$ cat src/csvrp_pkg.sv
package csvrp_pkg;

    // Request codes carried in req_type
    typedef enum logic [1:0] {
        REQ_CHAR    = 2'd0,
        REQ_EOF     = 2'd1,
        REQ_RESTART = 2'd2,
        REQ_UNUSED  = 2'd3
    } req_t;

    // Action codes reported with each result
    typedef enum logic [1:0] {
        ACT_NONE   = 2'd0,
        ACT_APPEND = 2'd1,
        ACT_FLUSH  = 2'd2,
        ACT_ERROR  = 2'd3
    } action_t;

    localparam logic [7:0] CHAR_COMMA = 8'h2C;
    localparam logic [7:0] CHAR_QUOTE = 8'h22;
    localparam logic [7:0] CHAR_CR    = 8'h0D;
    localparam logic [7:0] CHAR_LF    = 8'h0A;

    typedef struct packed {
        logic [1:0] req_type;
        logic [7:0] char_in;
    } in_item_t;

    typedef struct packed {
        logic [1:0] action;
        logic [7:0] char_out;
        logic       end_of_record;
        logic       halted;
    } out_item_t;

endpackage

$ cat src/csv_record_parser_fsm_core.sv
// Each result is registered in the result register, or in the skid register while
// the result register waits for m_ready. Throughput: one byte per cycle while s_ready
// is high; the one-hot state register updates in the same cycle as each input transfer.
// A two-entry output stage (result register plus skid register) takes one more
// input transfer while a result waits for m_ready; s_ready drops only when both hold one.
// Reset (aresetn low, synchronous): parser in record begin, no result pending.
module csv_record_parser_fsm_core (
    input  logic                  aclk,
    input  logic                  aresetn,
    input  logic                  s_valid,
    output logic                  s_ready,
    input  csvrp_pkg::in_item_t   s_data,
    output logic                  m_valid,
    input  logic                  m_ready,
    output csvrp_pkg::out_item_t  m_data
);
    import csvrp_pkg::*;

    typedef enum logic [7:0] {
        ST_REC_BEGIN   = 8'b0000_0001,
        ST_FIELD_BEGIN = 8'b0000_0010,
        ST_UNQUOTED    = 8'b0000_0100,
        ST_QUOTED      = 8'b0000_1000,
        ST_QUOTE_SEEN  = 8'b0001_0000,
        ST_CR_SEEN     = 8'b0010_0000,
        ST_REC_END     = 8'b0100_0000,
        ST_HALTED      = 8'b1000_0000
    } state_t;

    typedef enum logic [2:0] {
        CL_COMMA = 3'd0,
        CL_QUOTE = 3'd1,
        CL_CR    = 3'd2,
        CL_LF    = 3'd3,
        CL_EOF   = 3'd4,
        CL_TEXT  = 3'd5
    } class_t;

    state_t    state_reg, state_next;
    class_t    item_class;
    action_t   act;
    out_item_t result;
    out_item_t out_reg, out_next;
    out_item_t skid_reg, skid_next;
    logic      out_valid_reg, out_valid_next;
    logic      skid_valid_reg, skid_valid_next;
    logic      in_xfer;

    assign s_ready = !skid_valid_reg;
    assign in_xfer = s_valid && s_ready;
    assign m_valid = out_valid_reg;
    assign m_data  = out_reg;

    // Classify the incoming item
    always_comb begin
        if (s_data.req_type == REQ_EOF) begin
            item_class = CL_EOF;
        end else begin
            case (s_data.char_in)
                CHAR_COMMA: item_class = CL_COMMA;
                CHAR_QUOTE: item_class = CL_QUOTE;
                CHAR_CR:    item_class = CL_CR;
                CHAR_LF:    item_class = CL_LF;
                default:    item_class = CL_TEXT;
            endcase
        end
    end

    // Transition table: next state and action
    always_comb begin
        state_next = state_reg;
        act        = ACT_NONE;
        if (s_data.req_type == REQ_RESTART) begin
            state_next = ST_REC_BEGIN;
        end else if (s_data.req_type == REQ_CHAR || s_data.req_type == REQ_EOF) begin
            unique case (state_reg) inside
                ST_REC_BEGIN, ST_FIELD_BEGIN, ST_UNQUOTED: begin
                    case (item_class)
                        CL_COMMA: begin state_next = ST_FIELD_BEGIN; act = ACT_FLUSH; end
                        CL_QUOTE: begin
                            if (state_reg == ST_UNQUOTED) begin
                                act = ACT_APPEND;
                            end else begin
                                state_next = ST_QUOTED;
                            end
                        end
                        CL_CR:    begin state_next = ST_CR_SEEN; act = ACT_FLUSH; end
                        CL_LF:    begin state_next = ST_REC_END; act = ACT_FLUSH; end
                        CL_EOF: begin
                            // empty input ends the record without a flush
                            state_next = ST_REC_END;
                            act = (state_reg == ST_REC_BEGIN) ? ACT_NONE : ACT_FLUSH;
                        end
                        default:  begin state_next = ST_UNQUOTED; act = ACT_APPEND; end
                    endcase
                end
                ST_QUOTED: begin
                    case (item_class)
                        CL_QUOTE: state_next = ST_QUOTE_SEEN;
                        CL_EOF:   begin state_next = ST_HALTED; act = ACT_ERROR; end
                        default:  act = ACT_APPEND;
                    endcase
                end
                ST_QUOTE_SEEN: begin
                    case (item_class) inside
                        CL_COMMA: begin state_next = ST_FIELD_BEGIN; act = ACT_FLUSH; end
                        CL_QUOTE: begin state_next = ST_QUOTED; act = ACT_APPEND; end
                        CL_CR:    begin state_next = ST_CR_SEEN; act = ACT_FLUSH; end
                        CL_LF, CL_EOF: begin state_next = ST_REC_END; act = ACT_FLUSH; end
                        default:  begin state_next = ST_HALTED; act = ACT_ERROR; end
                    endcase
                end
                ST_CR_SEEN: begin
                    case (item_class) inside
                        CL_CR:         act = ACT_NONE;
                        CL_LF, CL_EOF: state_next = ST_REC_END;
                        default:       begin state_next = ST_HALTED; act = ACT_ERROR; end
                    endcase
                end
                ST_REC_END: act = ACT_NONE;
                // halted repeats the error until a restart
                ST_HALTED:  act = ACT_ERROR;
                default:    state_next = ST_REC_BEGIN;
            endcase
        end
    end

    // Result item for the current input
    always_comb begin
        result.action        = act;
        result.char_out      = (s_data.req_type == REQ_CHAR) ? s_data.char_in : 8'd0;
        result.end_of_record = (state_next == ST_REC_END);
        result.halted        = (state_next == ST_HALTED);
    end

    // Output register and skid register
    always_comb begin
        out_next        = out_reg;
        skid_next       = skid_reg;
        out_valid_next  = out_valid_reg;
        skid_valid_next = skid_valid_reg;
        if (!out_valid_reg || m_ready) begin
            if (skid_valid_reg) begin
                out_next        = skid_reg;
                out_valid_next  = 1'b1;
                skid_valid_next = 1'b0;
            end else begin
                out_next       = result;
                out_valid_next = in_xfer;
            end
        end else if (in_xfer) begin
            skid_next       = result;
            skid_valid_next = 1'b1;
        end
    end

    always_ff @(posedge aclk) begin
        if (!aresetn) begin
            state_reg      <= ST_REC_BEGIN;
            out_valid_reg  <= 1'b0;
            skid_valid_reg <= 1'b0;
        end else begin
            if (in_xfer) begin
                state_reg <= state_next;
            end
            out_valid_reg  <= out_valid_next;
            skid_valid_reg <= skid_valid_next;
        end
    end

    // Payload registers, no reset
    always_ff @(posedge aclk) begin
        out_reg  <= out_next;
        skid_reg <= skid_next;
    end

    // Checks
    a_state_onehot: assert property (@(posedge aclk) disable iff (!aresetn)
        $onehot(state_reg))
        else $error("parser state is not one-hot");

    a_flags_exclusive: assert property (@(posedge aclk) disable iff (!aresetn)
        m_valid |-> !(m_data.end_of_record && m_data.halted))
        else $error("end of record and halted both set");

    a_halted_action: assert property (@(posedge aclk) disable iff (!aresetn)
        (m_valid && m_data.halted) |->
            (m_data.action == ACT_ERROR || m_data.action == ACT_NONE))
        else $error("halted result with append or flush action");

    a_skid_needs_out: assert property (@(posedge aclk) disable iff (!aresetn)
        skid_valid_reg |-> out_valid_reg)
        else $error("skid entry held while output register empty");

endmodule

$ cat config.mk
export PLATFORM = sky130hd
export DESIGN_NAME = csv_record_parser_fsm_core
export DESIGN_NICKNAME = d
export VERILOG_FILES = /design/src/csvrp_pkg.sv /design/src/csv_record_parser_fsm_core.sv
export SDC_FILE = /design/constraint.sdc
export NUM_CORES = 1
export LEC_CHECK = 0
export BUFFER_PORTS_ARGS = -buffer_cell sky130_fd_sc_hd__buf_2
export CAP_MARGIN = 20
export CORE_MARGIN = 5
export CORE_UTILIZATION = 45
export DETAILED_ROUTE_END_ITERATION = 6
export GPL_TIMING_DRIVEN = 1
export HOLD_SLACK_MARGIN = 0.15
export SYNTH_ARGS = -nofsm -noshare
export SYNTH_HDL_FRONTEND = slang
export SYNTH_SLANG_ARGS = --single-unit
$ cat constraint.sdc
create_clock -name aclk -period 6.5 [get_ports aclk]
set_clock_uncertainty 0.2 [all_clocks]
set_input_delay 1.625 -clock aclk [delete_from_list [all_inputs] [get_ports aclk]]
set_output_delay 1.625 -clock aclk [all_outputs]
set_load 0.005 [all_outputs]
---- Word level (Yosys, flattened, before mapping) ----
Cells that the tools add are included.
word-level totals
  bits of input ports ..................... 14
  output and inout port bits .............. 14
  word-level logic and storage cells ...... 75
  memories kept ........................... 0
  memory bits (read-only) ................. 0
  latch bits .............................. 0
  flip-flop bits (word level) ............. 34
  bits in writable memories ............... 0
operators by class
  bitwise operators ....................... 2
  shift operators ......................... 0
  magnitude comparators ................... 0
  reduce and logical (&&, ||, !) cells .... 13
  equality and inequality tests ........... 20
  add/subtract/negate cells ............... 0
  $mul .................................... 0
  divide/modulo/power cells ............... 0
  mux-type cells .......................... 29
operator list
  operator            count
  $mux 8              9
  $pmux 8 s5          1
  $pmux 8 s4          1
  $eq 8x4->1 const B  3
  $eq 8x6->1 const B  3
  $eq 8x7->1 const B  2
  $eq 8x8->1 const B  2
  $pmux 8 s2          1
  $mux 2              7
  $mux 12             1
  $pmux 3 s4          1
  $pmux 2 s5          1
  $eq 8x1->1 const B  1
  $eq 8x2->1 const B  1
  $eq 8x3->1 const B  1
  $eq 8x5->1 const B  1
  $eq 3x2->1 const B  2
  $pmux 2 s3          1
  $reduce_or 2->1     3
  $reduce_or 3->1     2
  $mux 1              4
  $pmux 2 s2          1
  $eq 3x1->1 const B  1
  $eq 3x3->1 const B  1
  10 further kinds    13

---- Depth between registers and ports, before layout ----
Gate-level depths: netlist (run 1).
  word-level depth ........................ 14
  gate-level depth with buffers ........... 8

---- Worst setup path before layout (run 1) ----
Ideal clock, no wire load.
  path kind ............................... input to register
  start point ............................. in s_data[0] (netlist bit)
  end point ............................... reg skid_reg[0] (netlist bit) (data pin)
  path buffers ............................ 0
  stages on the path ...................... 7
  arrival time ............................ 3.047 ns
  setup slack ............................. 3.069 ns
  cells stage by stage .................... nor4_4 -> nand4_1 -> nand2_1 -> o22ai_1 -> or2_1 -> nand2b_1 -> a2111oi_4
RTL lines
  element               RTL line                           source
  start, declared       csv_record_parser_fsm_core.sv:12   input csvrp_pkg::in_item_t s_data,
  end signal, assigned  csv_record_parser_fsm_core.sv:174  skid_reg <= skid_next;
  end, declared         csv_record_parser_fsm_core.sv:44   out_item_t skid_reg, skid_next;

==> results.sh, run 1 <==
export IMPL_final_cell_area_um2=2281
export IMPL_slew_headroom=0.3628
export IMPL_cell_internal_pwr_mw=0.3448
export IMPL_clk_pin_slew_ns=0.07
export IMPL_max_vdd_ir_drop_mv=0.07644
export IMPL_grt_ovfl_total=0
export IMPL_totalPowerFinal_mw=0.4657
export IMPL_p_sw_mw=0.1209
export IMPL_async_reset_ff_frac=0
export IMPL_critPathLaunchType="input port"
export IMPL_cp_required_ns=6.39
export IMPL_crit_fanout=14
export IMPL_routedWlPerCell_um=16.12
export IMPL_crit_start="s_data[9]"
export IMPL_post_route_min_period_ns=3.555
export IMPL_synth_edff_count=24
export IMPL_drive_gt1_frac=0.2358
export IMPL_place_area_um2=2200
export IMPL_finalSetupTns_ns=0
export IMPL_rows=24
export IMPL_avgSynthCellArea_um2=10.07
export IMPL_die_w_um=77.57
export IMPL_ys_types=58
export IMPL_tritoncts="yes"
export IMPL_leakage_nw=0.8963
export IMPL_timing_fmax_mhz=281.3
export IMPL_min_period_over_period=0.5469
export IMPL_rsz0062_at_grt="false"
export IMPL_cts_sinks=34
export IMPL_synthCells=204
export IMPL_drt_pass1_iterations=4
export IMPL_status="complete, no violations"
export IMPL_critical_path_arrival_ns=3.45
export IMPL_dp_hpwl_mm=3.464
export IMPL_grt_first_pass_wirelength_mm=7.631
export IMPL_track_usage=0.1529
export IMPL_grt_max_degree=16
export IMPL_grt_antenna_before_repair=0
export IMPL_wirelength_mm=4.531
export IMPL_layout_cells_non_filler=281
export IMPL_min_from="skid_reg[10]$_DFFE_PP_"
export IMPL_finalWorstSetupSlack_ns=2.945
export IMPL_root_buffer="clkbuf_8"
export IMPL_seqPwrFrac=0.534
export IMPL_drt_first_iter_violations=118
export IMPL_hold_slack_ns=0.3301
export IMPL_n_antenna_cell=0
export IMPL_pre_cts_ws_ns=2.708
export IMPL_initial_core_util=0.4686
export IMPL_layout_commonest_cell="buf_2"
export IMPL_utilization=0.5203
export IMPL_p_clk_frac=0.310
export IMPL_path_class="in -> reg"
export IMPL_yosysSeqAreaShare=0.4482
export IMPL_hp_class="reg -> reg"
export IMPL_final_antenna_net_count=0
export IMPL_chipHeight_um=77.57
export IMPL_cts_setup_buffers=0
export IMPL_globalplace_congestion=0.9512
export IMPL_ys_seq_elements=34
export IMPL_drc=0
export IMPL_syn_cell_area_um2=2054
export IMPL_die_area_um2=6017
export IMPL_worstSkewPairLatency_ns=0.28
export IMPL_core_um2=4384
export IMPL_fillers=414
export IMPL_p_comb_frac=0.155
export IMPL_finalSetupViolCount=0
export IMPL_nets=242
export IMPL_synth_nets=218
export IMPL_cap_violations=0
export IMPL_switching_share=0.2597
export IMPL_r2r_start="state_reg[7]$_SDFFE_PN0P_"
export IMPL_place_inst=273
export IMPL_clockBufferDepth=2
export IMPL_cts_resized=0
export IMPL_numCtsBuffers=5
export IMPL_synth_warnings=0
export IMPL_cts_max_level=2
export IMPL_numPortBuffers=27
export IMPL_final_cell_mix="buf_2, edfxtp_1, nor2_1"
export IMPL_maxSlewViolCount=0
export IMPL_vias=1634
export IMPL_vias_per_cell=5.815
export IMPL_syn_to_final_growth_pct=11.02
export IMPL_io_pins=28
export IMPL_crit_path_end_kind="flop"
export IMPL_tightestPinTransition_ns=0.9523
export IMPL_holdBufCountCts=0
export IMPL_hold_viol=0
export IMPL_ys_flop_type="edfxtp_1"
export IMPL_pwr_density_cell_nw_per_um2=204.2
export IMPL_first_global_vias=1512
worst max-delay path: stages:
cell and delay [ns]:
buf_2 0.22, nand2b_1 0.30, nand4_1 0.29, nand2_1 0.16
o22ai_1 0.08, or2_1 0.23, nand2b_1 0.20, a2111oi_4 0.35
synthesized netlist by cell type (all sizes together) (3+ instances only):
master   n  area share
a21oi   11       0.027
and2     8       0.024
and3b    3       0.013
buf      5       0.018
clkbuf   5      0.0091
dfxtp   10       0.097
edfxtp  24        0.35
inv      4      0.0073
mux2     9       0.049
nand2   19       0.035
nand2b   5       0.015
nand3    8       0.022
nand4    4       0.012
nor2    21       0.042
nor2b    4       0.012
nor3     7       0.017
nor4     5       0.030
o211ai   5       0.021
o21ai    7       0.019
o21bai   3       0.016
or2      3       0.010
xor2     3       0.013
power by group through the flow:
stage          clock network, mW  logic, mW  registers, mW
5_1_grt                    0.157     0.0791          0.250
4_1_cts                    0.149     0.0717          0.249
6_report                   0.145     0.0723          0.249
2_1_floorplan                  0     0.0499          0.251
3_5_place_dp                   0     0.0710          0.253
3_3_place_gp                   0     0.0704          0.253
cells by family (layout without fill, tap and decap cells):
group	Yosys count	after routing	share of synthesized area
mux	10	10	0.05420
compound gates	44	44	0.1711
buf+inv	15	40	0.03593
flops	34	34	0.4482
xor+xnor	5	5	0.02132
simple gates	96	96	0.2692
layout make-up:
class	instances	area (um^2)	area share
flip-flops and latches	34	920.9	0.4037
well taps	52	65.06	0.02852
inverters	5	18.77	0.008228
clock inverters	2	8.758	0.003840
multi-input cells	155	1060	0.4646
repair buffers	27	135.1	0.05924
clock buffers	6	72.57	0.03182
final timing paths:
path / endpoint / slack (ns) / cells after the start
worst min register to register: m_data[10]$_DFFE_PN_ / 0.33 / 2
worst min-delay path: m_data[10]$_DFFE_PN_ / 0.33 / 2
worst max register to register: m_data[1]$_DFFE_PN_ / 3.95 / 7
worst max-delay path: skid_reg[0]$_DFFE_PP_ / 2.95 / 8
layer usage:
metal | GRT usage | share of wire
met5 | 0 | 0
met4 | 0.04639 | 0.0066
met3 | 0.03009 | 0.064
met2 | 0.2315 | 0.45
met1 | 0.2207 | 0.48
No activity file was read; power rests on OpenSTA's default activity.
==> run 2, diff against run 1 <==
PLACE_DENSITY = 0.67   (was not set)
clock period = 3.2 ns   (was 6.5 ns; I/O delays follow)
==> run 2 against run 1 <==
Effect of this change: clock-buffer cell count shrank 1; global-route usage grew 0.32 points; combinational power grew 110%; worst setup slack lost 2.5 ns; sequential power grew 100%; clock power grew to 3.3 times the previous value; largest cell class unchanged; die area is the same; total power grew 140%; first-iteration DRC count shrank 37%; cell count grew 1.8%; register-to-register slack lost 3.3 ns.
==> results.sh, run 2 (synthesis gave the netlist of run 1 again) <==
export IMPL_initial_core_util=0.4686
export IMPL_clockBufferDepth=2
export IMPL_path_class="in -> reg"
export IMPL_slew_headroom=0.6854
export IMPL_max_vdd_ir_drop_mv=0.2152
export IMPL_rows=24
export IMPL_critPathLaunchType="input port"
export IMPL_tightestPinTransition_ns=0.4701
export IMPL_drt_pass1_iterations=4
export IMPL_final_antenna_net_count=0
export IMPL_final_cell_area_um2=2375
export IMPL_n_antenna_cell=0
export IMPL_numPortBuffers=27
export IMPL_timing_fmax_mhz=364.6
export IMPL_dp_hpwl_mm=3.656
export IMPL_vias=1646
export IMPL_worstSkewPairLatency_ns=0.28
export IMPL_hold_viol=0
export IMPL_first_global_vias=1575
export IMPL_multi_input_area_um2=1060
export IMPL_critical_path_arrival_ns=2.63
export IMPL_cts_setup_buffers=0
export IMPL_crit_fanout=7
export IMPL_holdBufCountCts=0
export IMPL_maxSlewViolCount=0
export IMPL_die_w_um=77.57
export IMPL_status="complete, no violations"
export IMPL_grt_first_pass_wirelength_mm=7.624
export IMPL_nets=247
export IMPL_place_area_um2=2237
export IMPL_cap_violations=0
export IMPL_clk_pin_slew_ns=0.07
export IMPL_core_um2=4384
export IMPL_drive_gt1_frac=0.2607
export IMPL_drt_first_iter_violations=74
export IMPL_syn_to_final_growth_pct=15.59
export IMPL_grt_max_degree=16
export IMPL_finalSetupTns_ns=0
export IMPL_fillers=414
export IMPL_chipHeight_um=77.57
export IMPL_globalplace_congestion=0.9305
export IMPL_place_inst=278
export IMPL_numCtsBuffers=5
export IMPL_die_area_um2=6017
export IMPL_io_pins=28
export IMPL_track_usage=0.1561
export IMPL_r2r_slack_ns=0.68
export IMPL_rsz0062_at_grt="false"
export IMPL_min_period_over_period=0.8572
export IMPL_hp_class="reg -> reg"
export IMPL_post_route_min_period_ns=2.743
export IMPL_vias_per_cell=5.755
export IMPL_wirelength_mm=4.771
export IMPL_grt_antenna_before_repair=0
export IMPL_crit_path_end_kind="flop"
export IMPL_final_cell_mix="buf_2, edfxtp_1, nor2_1"
export IMPL_finalSetupViolCount=0
export IMPL_layout_cells_non_filler=286
export IMPL_pwr_density_cell_nw_per_um2=477.5
export IMPL_drc=0
export IMPL_cts_max_level=2
export IMPL_grt_ovfl_total=0
export IMPL_cts_sinks=34
export IMPL_tritoncts="yes"
export IMPL_layout_commonest_cell="buf_2"
export IMPL_leakage_nw=0.9462
export IMPL_seqCellArea_um2=920.9
export IMPL_cts_resized=0
export IMPL_routedWlPerCell_um=16.68
export IMPL_cp_required_ns=3.09
export IMPL_root_buffer="clkbuf_8"
==> run 2: cell types whose count changed in the layout (fill, tap and decap cells not counted), sizes merged <==
| cell | previous run | this run |
|---|---|---|
| bufinv | 0 | 2 |
| clkbuf | 6 | 5 |
| clkinv | 3 | 2 |
| buf | 27 | 32 |
==> run 2: final timing paths <==
kind                                                start                         to  cells after the start
worst max-delay path                            s_data[0]      skid_reg[0]$_DFFE_PP_                      8
worst max register to register  state_reg[0]$_SDFFE_PN1P_      skid_reg[0]$_DFFE_PP_                      7
worst min-delay path            state_reg[5]$_SDFFE_PN0P_  state_reg[5]$_SDFFE_PN0P_                      2
worst min register to register  state_reg[5]$_SDFFE_PN0P_  state_reg[5]$_SDFFE_PN0P_                      2
==> run 2: metal layers <==
layer / part of all wire / vias up / GRT usage
li1: - / 814 / -
met1: 0.45 / 780 / 0.2121
met2: 0.49 / 48 / 0.2517
met3: 0.051 / 4 / 0.03472
met4: 0.0088 / 0 / 0.04124
met5: 0 / - / 0
==> run 2: stage by stage <==
step	setup WS [ns]	utilization	hold WS (ns)	total power, mW
floorplan	0.5940	-	0.2944	0.6108
global placement	0.1607	0.5103	0.3111	0.6664
detailed placement	0.2023	0.5103	0.3298	0.6667
CTS	0.4642	0.5417	0.3479	1.144
global route	0.3574	0.5417	0.3686	1.176
finish	0.4570	0.5417	0.3426	1.134
==> run 2: worst max-delay path, cell delays in order <==
cell and delay, ns:
buf_2 0.14, nor4_4 0.34, nand4_1 0.30, nand2_1 0.17, o22ai_1 0.08, or2_1 0.24
nand2b_1 0.19, a2111oi_4 0.36
==> run 2: layout make-up <==
cell class | instances | share of cell area
Inverter | 5 | 0.007903
Timing Repair Buffer | 32 | 0.07271
Multi-Input combinational cell | 155 | 0.4463
Tap cell | 52 | 0.02740
Sequential cell | 34 | 0.3878
Clock inverter | 3 | 0.02898
Clock buffer | 5 | 0.02898
==> run 2: power breakdown <==
| group | switching [mW] | total (mW) | leakage (nW) | internal, mW |
|---|---|---|---|---|
| sequential | 0.0131 | 0.505 | 0.328 | 0.492 |
| clock | 0.164 | 0.476 | 0.0683 | 0.312 |
| combinational | 0.0904 | 0.152 | 0.550 | 0.0620 |
| total | 0.268 | 1.13 | 0.946 | 0.866 |
==> run 3, diff against run 2 <==
CORE_UTILIZATION = 35   (was 45)
CTS_CLUSTER_SIZE = 12   (was not set)
PLACE_DENSITY = not set   (was 0.67)
RECOVER_POWER = 100   (was not set)
==> run 3 against run 2 <==
Effect of this change: worst setup slack worse by 0.11 ns; first-iteration DRC count is 93% higher; combinational power shrank 7%; register-to-register slack lost 0.17 ns; via count increased by 0.73%; worst hold slack lost 0.018 ns; clock-buffer cell count rose by 1; routed wire length decreased by 0.99%; clock power shrank 37%; core utilization is 14 points lower.
==> results.sh, run 3 (synthesis gave the netlist of run 1 again) <==
export IMPL_status="complete, no violations"
export IMPL_globalRouteMet1Util=0.1757
export IMPL_place_inst=301
export IMPL_min_period_over_period=0.8927
export IMPL_routedWlPerCell_um=15.29
export IMPL_crit_path_end_kind="flop"
export IMPL_globalplace_congestion=0.8328
export IMPL_met2_usage=0.2191
export IMPL_critPathLaunchType="input port"
export IMPL_tightestPinTransition_ns=0.7954
export IMPL_finalSetupTns_ns=0
export IMPL_root_buffer="clkbuf_8"
export IMPL_leakage_nw=0.8786
export IMPL_pre_cts_ws_ns=0.1750
export IMPL_path_delay_family="simple AND/OR/NAND/NOR gates"
export IMPL_dp_hpwl_mm=3.575
export IMPL_hold_viol=0
export IMPL_drc=0
export IMPL_syn_to_final_growth_pct=12.55
export IMPL_layout_cells_non_filler=309
export IMPL_pwr_density_cell_nw_per_um2=410.5
export IMPL_holdBufCountCts=0
export IMPL_numPortBuffers=27
export IMPL_io_pins=28
export IMPL_crit_fanout=7
export IMPL_grt_busiest_layer="met2"
export IMPL_crit_path_cell_trace="clkbuf_1 -> nor4_1 -> nand4_1 -> or2_0 -> a31oi_4 -> o21bai_1 -> o211ai_1 -> o21ai_0"
export IMPL_cts_resized=0
export IMPL_die_w_um=86.62
export IMPL_cap_violations=0
export IMPL_cts_max_level=2
export IMPL_vias=1658
export IMPL_die_area_um2=7502
export IMPL_slew_headroom=0.4697
export IMPL_utilization=0.3976
export IMPL_cts_setup_buffers=0
export IMPL_critical_path_arrival_ns=2.79
export IMPL_first_global_vias=1598
export IMPL_nets=247
export IMPL_clk_pin_slew_ns=0.07
export IMPL_final_antenna_net_count=0
export IMPL_n_antenna_cell=0
export IMPL_cp_required_ns=3.13
export IMPL_final_cell_mix="edfxtp_1, buf_2, nor2_1"
export IMPL_core_um2=5816
export IMPL_grt_use_met3=0.02567
export IMPL_clockBufferDepth=2
export IMPL_chipHeight_um=86.62
export IMPL_cts_sinks=34
export IMPL_hp_class="reg -> reg"
export IMPL_wirelength_mm=4.724
export IMPL_rows=28
export IMPL_grt_first_pass_wirelength_mm=7.921
export IMPL_post_route_min_period_ns=2.857
export IMPL_drive_gt1_frac=0.2051
export IMPL_timing_fmax_mhz=350.1
export IMPL_grt_antenna_before_repair=0
export IMPL_grt_ovfl_total=0
export IMPL_crit_buf_inv=1
export IMPL_finalWorstSetupSlack_ns=0.3434
export IMPL_track_usage=0.1346
export IMPL_numCtsBuffers=5
export IMPL_max_vdd_ir_drop_mv=0.1997
export IMPL_initial_core_util=0.3533
export IMPL_place_area_um2=2266
export IMPL_drt_pass1_iterations=5
export IMPL_layout_commonest_cell="edfxtp_1"
export IMPL_drt_first_iter_violations=143
export IMPL_worstSkewPairLatency_ns=0.28
export IMPL_vias_per_cell=5.366
export IMPL_grt_max_degree=16
export IMPL_final_cell_area_um2=2312
export IMPL_cpMaxStageDelayCell="nor4_1"
export IMPL_totalPowerFinal_mw=0.9491
export IMPL_finalSetupViolCount=0
export IMPL_cp_slowest_stage_delay_ns=0.49
export IMPL_hold_slack_ns=0.3249
export IMPL_maxSlewViolCount=0
export IMPL_tritoncts="yes"
export IMPL_rsz0062_at_grt="false"
export IMPL_path_class="in -> reg"
run 3: cell types whose count changed in the layout (fill, tap and decap cells not counted), moves of 2 or more:
cell       delta
and2_0        +8
bufinv_16     -2
clkinv_2      +2
buf_2         -6
clkbuf_1     +10
and2_1        -8
buf_4         -3
run 3: area by class of cell:
cell class | count | area (um^2)
Inverter | 5 | 18.77
Sequential cell | 34 | 920.9
Clock buffer | 6 | 72.57
Multi-Input combinational cell | 155 | 1042
Fill cell | 613 | 3503
Timing Repair Buffer | 32 | 153.9
Tap cell | 75 | 93.84
Clock inverter | 2 | 10.01
run 3: final timing paths:
kind | slack [ns] | cells past startpoint | to | start
min reg2reg | 0.32 | 2 | m_data[10]$_DFFE_PN_ | skid_reg[10]$_DFFE_PP_
min | 0.32 | 2 | m_data[10]$_DFFE_PN_ | skid_reg[10]$_DFFE_PP_
max reg2reg | 0.51 | 7 | skid_reg[0]$_DFFE_PP_ | state_reg[3]$_SDFFE_PN0P_
max | 0.34 | 8 | m_data[1]$_DFFE_PN_ | s_data[5]
run 3: metal layers:
layer	vias up	wire length (um)
met5	-	0
met4	0	119
met3	12	266
met2	51	2203
met1	782	2134
li1	813	-
run 3: power by group:
group | total (mW) | internal (mW) | switching (mW)
Sequential | 0.506 | 0.493 | 0.0136
Combinational | 0.142 | 0.0561 | 0.0864
Clock | 0.300 | 0.151 | 0.150
Total | 0.949 | 0.699 | 0.250
run 3: worst reg2reg max path, delay by kind of cell, from the launching register on:
| family | cells | cell delay (ns) |
|---|---|---|
| compound gates | 4 | 1.26 |
| simple gates | 3 | 0.63 |
| flops | 1 | 0.41 |
